`config.mk`:
```
export PLATFORM = sky130hd
export DESIGN_NAME = mugen_seed_ram
export DESIGN_NICKNAME = d
export VERILOG_FILES = /design/src/sv/assert_macros.svh /design/src/sv/mugen_pkg.sv /design/src/sv/mugen_seed_ram.sv
export SDC_FILE = /design/constraint.sdc
export NUM_CORES = 2
export LEC_CHECK = 0
export ABC_AREA = 1
export CAP_MARGIN = 30
export CORE_ASPECT_RATIO = 1.5
export CORE_MARGIN = 2
export CORE_UTILIZATION = 45
export CTS_CLUSTER_DIAMETER = 200
export CTS_CLUSTER_SIZE = 14
export DETAILED_ROUTE_END_ITERATION = 7
export DONT_BUFFER_PORTS = 1
export GPL_TIMING_DRIVEN = 0
export PLACE_DENSITY = 0.64
export REMOVE_ABC_BUFFERS = 1
export SKIP_LAST_GASP = 1
export SLEW_MARGIN = 25
export SYNTH_ARGS = -nofsm -noshare
export SYNTH_HDL_FRONTEND = slang
export SYNTH_SLANG_ARGS = --single-unit
```
`constraint.sdc`:
```
create_clock -name clk -period 5.3 [get_ports clk]
set_input_delay 1.06 -clock clk [delete_from_list [all_inputs] [get_ports clk]]
set_output_delay 1.06 -clock clk [all_outputs]
set_load 0.03 [all_outputs]
```
`src/sv/assert_macros.svh`:
```
// ----------------------------------------------------------------------------
// assert_macros.svh
// concurrent assertion helpers, clocked on clk, disabled while arst_n is low
// ----------------------------------------------------------------------------
`ifndef ASSERT_MACROS_SVH
`define ASSERT_MACROS_SVH

// expression holds at every clock edge
`define ASSERT_ALWAYS(label, expr, msg) \
	label: assert property (@(posedge clk) disable iff (!arst_n) (expr)) else $error(msg);

// consequent holds in the clock after the antecedent
`define ASSERT_NEXT(label, ante, cons, msg) \
	label: assert property (@(posedge clk) disable iff (!arst_n) (ante) |=> (cons)) \
		else $error(msg);

// consequent holds in the same clock as the antecedent
`define ASSERT_IMPLY(label, ante, cons, msg) \
	label: assert property (@(posedge clk) disable iff (!arst_n) (ante) |-> (cons)) \
		else $error(msg);

`endif

```
`src/sv/mugen_pkg.sv`:
```
`timescale 1ns / 1ps
// ----------------------------------------------------------------------------
// mugen_pkg
// shared widths, generator constants and datapath unit control types
// ----------------------------------------------------------------------------
package mugen_pkg;

	localparam int STREAM_W        = 6;
	localparam int VALUE_W         = 40;
	localparam int SEED_W          = 31;
	localparam int ACC_W           = 64;
	localparam int OPB_W           = 32;
	localparam int NUM_STREAMS_DEF = 64;

	localparam logic [14:0]       LCG_MULT = 15'd16807;
	localparam logic [SEED_W-1:0] LCG_MOD  = 31'h7FFF_FFFF;

	typedef enum logic [1:0] {
		OP_MUL  = 2'd0,
		OP_FOLD = 2'd1,
		OP_CSUB = 2'd2,
		OP_ADD  = 2'd3
	} alu_op_t;

	typedef struct packed {
		alu_op_t op;
		logic    cin;
	} alu_ctl_t;

endpackage

```
`src/sv/mugen_seed_ram.sv`:
```
`timescale 1ns / 1ps
// ----------------------------------------------------------------------------
// mugen_seed_ram
// per-stream seed memory, one write port and one registered read port
// ----------------------------------------------------------------------------
module mugen_seed_ram #(
	parameter int  DEPTH = mugen_pkg::NUM_STREAMS_DEF,
	localparam int AW    = (DEPTH > 1) ? $clog2(DEPTH) : 1
) (
	input  logic                        clk,
	input  logic                        we,
	input  logic [AW-1:0]               waddr,
	input  logic [mugen_pkg::SEED_W-1:0] wdata,
	input  logic                        re,
	input  logic [AW-1:0]               raddr,
	output logic [mugen_pkg::SEED_W-1:0] rdata
);
	import mugen_pkg::*;

	logic [SEED_W-1:0] mem [DEPTH];
	logic [SEED_W-1:0] rdata_q;

	always_ff @(posedge clk) begin
		if (we) begin
			mem[waddr] <= wdata;
		end
	end

	always_ff @(posedge clk) begin
		if (re) begin
			rdata_q <= mem[raddr];
		end
	end

	assign rdata = rdata_q;
endmodule

```
# After elaboration in Yosys (flattened, before gate mapping)
# Memories as Yosys holds them, arrays and structs flattened. A register that Yosys moved wholly into a read port is not among the register bits.
# Index checks and enable logic that the tools add are counted.
totals:
  regBits: 0
  ramBits: 1984
  input_bits: 46
  output_inout_bits: 31
  memories: 1
classes:
  mux: 2
mem_list:
  columns: ["name", "depth", "width", "rd", "rd_ports_with_merged_regs", "write_ports", "line_no", "text"]
  rows:
  - ["mem", 64, 31, 1, 1, 1, "mugen_seed_ram.sv:20", "logic [SEED_W-1:0] mem [DEPTH];"]
ops:
  columns: ["operator", "count"]
  rows:
  - ["$mux W1", 2]

# Longest topological paths before layout
depth:
  word_depth: 2
  ltp_mapped: 12

# Worst setup path before layout
# No wires, ideal clock.
synth_timing:
  path_type: "input -> register"
  startpoint: "input port we"
  endpoint: "memory mem[48][0], enable pin"
  setup_ns: 0.498
  arrival_time_ns: 4.594
  t_required_ns: 4.802
  slack_ns: 0.209
  cell_stages: 3
  path_cell_list: "clkbuf_1 -> nand4_1 -> nor4_1"
synth_via:
  elab_chain_cells: 2
synth_rtl:
  columns: ["element", "line_no", "text"]
  rows:
  - ["from (decl)", "mugen_seed_ram.sv:11", "input logic we,"]
  - ["$mux W1", "mugen_seed_ram.sv:24", "if (we) begin"]
  - ["$mux W1 (implied by the code)", "mugen_seed_ram.sv:25", "mem[waddr] <= wdata;"]
  - ["to (decl)", "mugen_seed_ram.sv:20", null]
# Every way passes these cells.

==> flow_summary.toml <==
[sta]
rsz0062_at_grt = "false"
hold_viol_final = 0
tightest_slew_ns = 1.26
skew_ns = 0.0264
fmax_ghz = 0.198
min_period_over_period = 0.953
relSlewSlack = 0.161
setup_viol = 0
final-max-slew-violation-count = 0
whs_ns = 0.334
final.min_clock_period_ns = 5.05

[synthesis]
yosysWarnings = 0
synthTopCellsByCount = "nand2_1, edfxtp_1, nand3_1"
synth_area_per_cell_um2 = 12.0
synthTopCellsByArea = "edfxtp_1, nand2_1, nand3_1"
netlist_instances = 6726
synth_seq_cells = 2015
synth_top_area_share = 0.749
yosysUniqueCellTypes = 13
synth_area_um2 = 80800
yosysSeqAreaShare = 0.749
async_flop_share = 0
synth_most_common_cell = "nand2_1"
synth_edf_count = 2015
synth_ff_type = "edfxtp_1"
yosysTopAreaCell = "edfxtp_1"

[global_routing]
overflow = 0
antenna_found_initial = 7
grt_start_max_net_pins = 498
globalRouteTotalUtil = 0.244
grt_pass1_vias = 50300
grt_pass1_wl_mm = 328

[drt]
ant_nets = 0
avgRoutedWirePerCell_um = 24.8
dr.pass1.iters = 8
via_count = 52500
viasPerCell = 5.78
wirelength_mm = 225
drtIter0Drc = 5703
drc = 1

[clock_tree]
clockBufferDepth = 3
cts.sinks = 2015
cts-htree-levels = 4
insertion_delay_ns = 0.82
cts_resized = 0
clk_root_buffer_cell = "clkbuf_16"
cts_buffers = 161
cts_hold_buffers = 0
clk_pin_slew_worst_paths_ns = 0.06
post-cts-setup-buffers = 0
cts_tree = "done"

[floorplan]
dieArea_um2 = 183000
start_util = 0.452
die_h_um = 523
coreArea_um2 = 179000
std_cell_rows = 190
io_pins = 77
die_width_um = 350

[placement]
finalWeightedCongestion = 0.774
io_buffers = 0
hpwl_mm = 120

[cells_and_area]
nNetsFinal = 6712
area_delta_synth_final_pct = 11.7
final_util = 0.505
multiInputGateArea_um2 = 18600
seq_area_um2 = 60500
final.fill_count = 14700
drive_gt1_frac = 0.0684

[worst_hold_path]
min_path_type = "input pin to register"

[setup_path]
worstPathArrival_ns = 5.69
critPathMaxFanout = 177
worstSetupPathType = "input pin to register"
end_kind = "register"
crit_required_ns = 5.94
startpoint_type = "input pin"

[flow_run]
maxCapViolations = 0

[power]
power_density_nw_per_um2 = 334
leakage_nw = 31.7
peakVddDrop_v = 0.000292

[run_status]
failed_checks = "DRC"
status = "complete, but fails checks"
[final timing paths]
path / end / startpoint / cells after the start / slack (ns)
worst min register to register: rdata[14]$_DFFE_PP_ / mem[57][14]$_DFFE_PP_ / 8 / 0.91
worst max register to register: rdata[5]$_DFFE_PP_ / mem[55][5]$_DFFE_PP_ / 8 / 3.27
worst min-delay path: mem[23][7]$_DFFE_PP_ / wdata[7] / 0 / 0.33
worst max-delay path: rdata[4]$_DFFE_PP_ / raddr[0] / 14 / 0.25
[power by group]
group | internal, mW | switching (mW)
combinational | 0.466 | 1.13
clock | 5.44 | 5.36
sequential | 17.7 | 0.0755
[cell families after synthesis]
kind of cell / after synthesis / synth area share
flops: 2015 / 0.749
buf+inv: 446 / 0.0261
simple gates: 4265 / 0.225
[sequential cells by signal, indices dropped and copies added, names as in the netlist]
name	cells
mem	1984
rdata	31
[per-stage QoR]
stage | total power [mW] | setup TNS, ns | instance area [um^2] | cells | setup slack (ns)
6_report | 30.1 | 0 | 90200 | 9083 | 0.252
5_1_grt | 31.0 | 0 | 90200 | 9081 | 0.236
4_1_cts | 30.2 | 0 | 90100 | 9074 | 0.736
3_5_place_dp | 19.6 | -0.246 | 85800 | 8897 | -0.133
3_3_place_gp | 19.7 | -1578.49 | 81700 | 8692 | -11.75
2_1_floorplan | 19.1 | -124.75 | 78700 | 6292 | -4.03
[metal layers]
layer	share of wire	global-route usage	vias up
met5	0.00019	0	-
met4	0.057	0.130	6
met3	0.090	0.0501	585
met2	0.48	0.397	2517
met1	0.37	0.309	25900
li1	-	-	23500
[area by class of cell]
| cell class | count | area share |
|---|---|---|
| Antenna cell | 3 | 0.0000832 |
| Clock buffer | 162 | 0.0447 |
| Clock inverter | 15 | 0.00272 |
| Inverter | 12 | 0.000860 |
| Multi-Input combinational cell | 4265 | 0.206 |
| Sequential cell | 2015 | 0.671 |
| Tap cell | 2400 | 0.0333 |
| Timing Repair Buffer | 211 | 0.0412 |
[cell usage in the layout (no fill, tap or decap)]
cell type,count
inv_6,7
buf_6,2
buf_4,16
inv_8,3
inv_1,6
clkbuf_16,161
clkbuf_1,1
buf_2,55
nand3_1,1681
nor4_2,8
nor2_4,56
buf_8,5
nand4_1,9
inv_16,5
nand2_1,2511
diode_2,3
clkinv_16,2
clkinv_8,2
edfxtp_1,2015
buf_16,75
buf_12,58
clkinv_4,1
inv_2,1
[critical path, cell delays in order]
cell and delay (ns):
buf_16 0.27, inv_8 0.70, buf_16 0.38, buf_16 0.39, buf_16 0.37, buf_16 0.38
nand2_1 0.10, nand3_1 0.09, nand3_1 0.10, nand2_1 0.09, nand2_1 0.05, nand3_1 0.21
nand3_1 0.36, nand2_1 0.31
No activity file was read; power rests on OpenSTA's default activity.
