### config.mk
export PLATFORM = sky130hd
export DESIGN_NAME = mugen_alu
export DESIGN_NICKNAME = d
export VERILOG_FILES = /design/src/sv/assert_macros.svh /design/src/sv/mugen_pkg.sv /design/src/sv/mugen_alu.sv
export SDC_FILE = /design/constraint.sdc
export NUM_CORES = 2
export LEC_CHECK = 0
export BUFFER_PORTS_ARGS = -buffer_cell sky130_fd_sc_hd__buf_4
export CORE_ASPECT_RATIO = 0.6
export CORE_MARGIN = 2
export CORE_UTILIZATION = 57
export DETAILED_ROUTE_END_ITERATION = 7
export PLACE_DENSITY = 0.77
export REMOVE_ABC_BUFFERS = 1
export SYNTH_ARGS = -nofsm -noshare
export SYNTH_HDL_FRONTEND = slang
export SYNTH_SLANG_ARGS = --single-unit
### constraint.sdc
create_clock -name vclk -period 11.88
set_clock_uncertainty 0.05 [all_clocks]
set_input_delay 2.376 -clock vclk [all_inputs]
set_output_delay 2.376 -clock vclk [all_outputs]
set_load 0.05 [all_outputs]
### src/sv/assert_macros.svh
// ----------------------------------------------------------------------------
// assert_macros.svh
// concurrent assertion helpers, clocked on clk, disabled while arst_n is low
// ----------------------------------------------------------------------------
`ifndef ASSERT_MACROS_SVH
`define ASSERT_MACROS_SVH

// expression holds at every clock edge
`define ASSERT_ALWAYS(label, expr, msg) \
	label: assert property (@(posedge clk) disable iff (!arst_n) (expr)) else $error(msg);

// consequent holds in the clock after the antecedent
`define ASSERT_NEXT(label, ante, cons, msg) \
	label: assert property (@(posedge clk) disable iff (!arst_n) (ante) |=> (cons)) \
		else $error(msg);

// consequent holds in the same clock as the antecedent
`define ASSERT_IMPLY(label, ante, cons, msg) \
	label: assert property (@(posedge clk) disable iff (!arst_n) (ante) |-> (cons)) \
		else $error(msg);

`endif

### src/sv/mugen_pkg.sv
`timescale 1ns / 1ps
// ----------------------------------------------------------------------------
// mugen_pkg
// shared widths, generator constants and datapath unit control types
// ----------------------------------------------------------------------------
package mugen_pkg;

	localparam int STREAM_W        = 6;
	localparam int VALUE_W         = 40;
	localparam int SEED_W          = 31;
	localparam int ACC_W           = 64;
	localparam int OPB_W           = 32;
	localparam int NUM_STREAMS_DEF = 64;

	localparam logic [14:0]       LCG_MULT = 15'd16807;
	localparam logic [SEED_W-1:0] LCG_MOD  = 31'h7FFF_FFFF;

	typedef enum logic [1:0] {
		OP_MUL  = 2'd0,
		OP_FOLD = 2'd1,
		OP_CSUB = 2'd2,
		OP_ADD  = 2'd3
	} alu_op_t;

	typedef struct packed {
		alu_op_t op;
		logic    cin;
	} alu_ctl_t;

endpackage

### src/sv/mugen_alu.sv
`timescale 1ns / 1ps
// ----------------------------------------------------------------------------
// mugen_alu
// shared datapath unit: 32x32 multiply, mersenne fold, conditional
// subtract of the modulus, add with carry in
// ----------------------------------------------------------------------------
module mugen_alu (
	input  mugen_pkg::alu_ctl_t         ctl,
	input  logic [mugen_pkg::ACC_W-1:0] a,
	input  logic [mugen_pkg::OPB_W-1:0] b,
	output logic [mugen_pkg::ACC_W-1:0] y
);
	import mugen_pkg::*;

	logic [ACC_W-1:0] prod;
	logic [ACC_W-1:0] fold;
	logic [ACC_W-1:0] csub;
	logic [ACC_W-1:0] sum;
	logic [ACC_W-1:0] modw;

	assign modw = ACC_W'(LCG_MOD);
	assign prod = a[OPB_W-1:0] * b;
	// x mod (2^31-1) congruent to low 31 bits plus the rest
	assign fold = {{(ACC_W-SEED_W){1'b0}}, a[SEED_W-1:0]}
		+ {{SEED_W{1'b0}}, a[ACC_W-1:SEED_W]};
	assign csub = (a >= modw) ? (a - modw) : a;
	assign sum  = a + {{(ACC_W-OPB_W){1'b0}}, b} + {{(ACC_W-1){1'b0}}, ctl.cin};

	always_comb begin
		unique case (ctl.op)
			OP_MUL:  y = prod;
			OP_FOLD: y = fold;
			OP_CSUB: y = csub;
			OP_ADD:  y = sum;
			default: y = sum;
		endcase
	end
endmodule
# Word-level counts from Yosys, hierarchy flattened
# Index checks and enable logic that the tools add are counted.
# totals
reg_bits,0
in_bits,99
output_inout_bits,64
wordCells,12
# op_classes
n_addsub,4
n_mul,1
n_lt_le_gt_ge,1
eq_ne,3
n_mux,2
reduce_logical,1
# ops
operator,count
$pmux W64 S4,1
$add A64 B1 Y64,1
$add A64 B32 Y64,1
$ge A64 B31 Y1 const B,1
$mul A32 B32 Y64,1
$mux W64,1
$sub A64 B31 Y64 const B,1
$add A31 B33 Y34,1
$eq A2 B2 Y1 const B,2
$eq A2 B1 Y1 const B,1
$logic_not A2 Y1,1

# Longest topological paths before layout
# depth
depth_word,3
ltp_mapped,29
mapped_depth_nobuf,26

# Worst setup path before layout
# No wires, ideal clock.
# synth_timing
kind,input -> output
startpoint,input a[29] (netlist name)
endpoint,output y[55] (netlist name)
arrival_ns,10.232
required_ns,9.454
setup_slack_ns,-0.778
cell_stages,25
path_buffers,2
path_cell_list,clkbuf_1 -> clkbuf_1 -> nand2_1 -> fa_1 -> inv_1 -> fa_1 -> inv_1 -> fa_1 -> fa_1 -> inv_1 -> fa_1 -> fa_1 -> fa_1 -> fa_1 -> ha_1 -> a21o_1 -> a21o_1 -> a21oi_1 -> o211ai_1 -> a221oi_1 -> o21ai_1 -> a311oi_2 -> o31ai_1 -> xnor2_1 -> o31ai_1
# synth_via
elab_chain_len,3
elab_cells_between_ends,7
classes_between,add/sub: 3; mul: 1; order compare: 1; mux: 2
# synth_lines
item,line,rtl
from (decl),mugen_alu.sv:9,"input logic [mugen_pkg::ACC_W-1:0] a,"
"$add A64 B32 Y64, or another cell as far along",mugen_alu.sv:27,"assign sum = a + {{(ACC_W-OPB_W){1'b0}}, b} + {{(ACC_W-1){1'b0}}, ctl.cin};"
$add A64 B1 Y64 or $mux W64 (tied branches),"mugen_alu.sv:27, mugen_alu.sv:26",
$pmux W64 S4 (*),mugen_alu.sv:30,unique case (ctl.op)
to (decl),mugen_alu.sv:11,output logic [mugen_pkg::ACC_W-1:0] y
# Every way passes the cells marked *; elsewhere a longest branch is shown, timed or not.

# Worst setup path in the final report
# layout_timing
startpoint,input b[16] (netlist name)
endpoint,output y[51] (netlist name)
# layout_via
elab_chain_len,3
elab_cells_between_ends,4
classes_between,add/sub: 2; mul: 1; mux: 1
# layout_lines
item,line,rtl
from (decl),mugen_alu.sv:10,"input logic [mugen_pkg::OPB_W-1:0] b,"
$add A64 B32 Y64,mugen_alu.sv:27,
$add A64 B1 Y64,mugen_alu.sv:27,
$pmux W64 S4 (*),mugen_alu.sv:30,
# Marks and branches as above.

==> flow_metrics.py <==
metrics = {
    "setup_path": {
        "cp-end-kind": "output pin",
        "worstPathArrival_ns": 9.71,
        "max_stage_delay_ns": 0.59,
        "critPathKind": "primary input to output pin",
        "cp-start-kind": "primary input",
        "cp_slowest_cell": "fa_1",
        "cp_common_cell": "fa_1",
        "cp_top_family": "adder cells",
        "path_buf_inv": 10,
        "required_ns": 9.45,
        "crit_fanout": 8,
    },
    "finish": {
        "clkbuf_count": 0,
        "seqCellArea_um2": 0,
        "design.seq.count": 0,
        "drive_gt1_share_pct": 20.0,
        "layout_common_cells": "inv_1 (857), fa_1 (841), and2_1 (565), nand2_1 (545), buf_4 (520)",
        "final_area_mm2": 0.0474,
        "mostFrequentLayoutCell": "inv_1",
        "area.growth.synth_to_final_pct": 19.6,
        "nNetsFinal": 6334,
    },
    "global_routing": {
        "grt_pass1_vias": 35600,
        "grt_max_degree": 60,
        "met2_usage_pct": 52.3,
        "grt_util_met1_pct": 57.5,
        "grt_antenna_before_repair": 6,
        "met3_usage_pct": 18.3,
        "grtUsageTotal_pct": 39.0,
        "busiest_layer": "met1",
        "overflow": 0,
        "grt_first_pass_wirelength_um": 211000,
    },
    "synth": {
        "synth_top_family_by_area": "adder cells",
        "yosysWarnings": 0,
        "synthXorXnorAreaFrac_pct": 3.84,
        "seq_area_frac_synth_pct": 0,
        "synth_compound_area_share_pct": 8.85,
        "syn_inst": 4613,
        "syn-cell-area_mm2": 0.0396,
        "synth.area.mux_share_pct": 0.808,
        "synth.distinct_cells": 84,
        "synth-adder-area-share_pct": 55.7,
        "syn_avg_cell_area_um2": 8.59,
        "synth-simple-area-share_pct": 19.6,
    },
    "floorplanning": {
        "chipWidth_um": 344,
        "io_pins": 163,
        "die_h_um": 208,
        "dieArea_mm2": 0.0717,
        "num_rows": 74,
        "start_util_pct": 57.9,
        "core-area_mm2": 0.0684,
    },
    "drt": {
        "drc_errors": 0,
        "ant_nets": 0,
        "via_per_inst": 5.85,
        "routed_wl_um": 141000,
        "routedWlPerCell_um": 23.8,
        "num_vias": 34600,
        "first_iter_violations": 3781,
        "drtPass1Iterations": 6,
    },
    "hold_path": {
        "hold_end": "y[58]",
        "hold_depth": 4,
        "hold_path_class": "primary input to output pin",
        "worstHoldStart": "a[58]",
    },
    "timing": {
        "slew-limit-headroom_pct": 21.7,
        "tns_ns": -2.11,
        "rsz0062_at_grt": "true",
        "max_slew.worst_pin.slew_ns": 1.18,
        "hold_viol_final": 0,
        "fin_crit_sh_pct": 102,
        "setup_ws_ns": -0.261,
        "slew_viol_final": 0,
        "max_freq_mhz": 82.4,
        "setup_viol": 18,
        "min_period_ns": 12.14,
    },
    "clock_tree": {
        "hold_buffers": 0,
    },
    "place": {
        "postPlaceCellArea_mm2": 0.0445,
        "post-dp-hpwl_um": 116000,
        "gp_congestion": 1.05,
        "io_buffer_count": 163,
    },
    "run": {
        "max_cap_violations": 0,
    },
    "status": {
        "violations": "setup timing",
        "status": "complete, but fails checks",
    },
}
==> metal layers <==
metal	wire length [µm]	up-vias
li1	-	14900
met1	58000	17200
met2	56200	2334
met3	23700	196
met4	3080	4
met5	23	-
==> cell type report <==
class / count / area [µm²]
multi-input cells: 3440 / 36600
fillers: 5205 / 21000
repair buffers: 676 / 6350
inverters: 891 / 3340
well taps: 912 / 1140
diodes: 2 / 5.00
==> synth_stat cells (6+ instances only) <==
cell type    n  area (µm²)
a221oi_1    10        87.6
or3_1       11        68.8
nor4_1      10        62.6
o21ai_0     85         425
buf_1       11        41.3
a22o_1      18         158
nand4_1     31         194
inv_1      891        3340
mux4_2      12         270
nand2b_1    18         113
a21o_1      62         465
o31ai_1     13        97.6
o221ai_1     6        52.6
a211o_1      6        52.6
buf_2        9        45.0
nor2b_1     14        87.6
a21oi_1    144         721
o22ai_1      6        37.5
nor2_1     104         390
and3_1      31         194
nand2_1    557        2090
nand3_1     48         240
or2_2        8        50.1
clkbuf_1   258         968
a31oi_1     30         188
nor3_1      35         175
o211ai_1    18         135
xnor2_1    115        1010
o21bai_1    19         143
o21a_1      25         188
a41oi_1      7        61.3
a22oi_1      8        60.1
fa_1       899       18000
xor2_1      59         517
and4_1       8        70.1
a211oi_1    17         128
ha_1       327        4090
and2_1     594        3720
==> cell families after synthesis <==
family                   count (synthesis)
buffers and inverters                 1173
multiplexers                            17
AO/OA/AOI/OAI                          528
adder cells (fa/ha/maj)               1226
AND/OR/NAND/NOR                       1495
XOR/XNOR                               174
==> how the worst max path moves through the flow <==
| stage | startpoint | slack, ns | to | cells past startpoint |
|---|---|---|---|---|
| finish | b[16] | -0.26 | y[51] | 30 |
| detailed placement | a[15] | -0.69 | y[56] | 30 |
| floorplan | b[11] | -0.33 | y[55] | 22 |
| CTS | a[8] | -0.12 | y[51] | 30 |
| global placement | a[16] | -0.56 | y[62] | 28 |
| global route | b[16] | -0.49 | y[55] | 30 |
==> stage by stage <==
stage | cells | utilization (%) | setup slack, ns | hold WS, ns
after floorplan | 4331 | - | -0.327 | 4.98
after global placement | 5851 | 65.1 | -0.564 | 5.26
after detailed placement | 5851 | 65.1 | -0.694 | 5.26
after CTS | 5879 | 67.1 | -0.121 | 5.24
after global routing | 5919 | 69.3 | -0.495 | 5.27
final | 5921 | 69.3 | -0.261 | 5.25
==> what timing repair did <==
item,in CTS,in global routing
resized for setup,272,278
pin swaps,161,140
endpoints found under the setup margin,38,45
endpoints found under the hold margin,0,0
buffers inserted,26,38
gates cloned,3,6
Power is not shown: default switching activity piles up to over one toggle a cycle in this logic, so the estimate is an artifact.
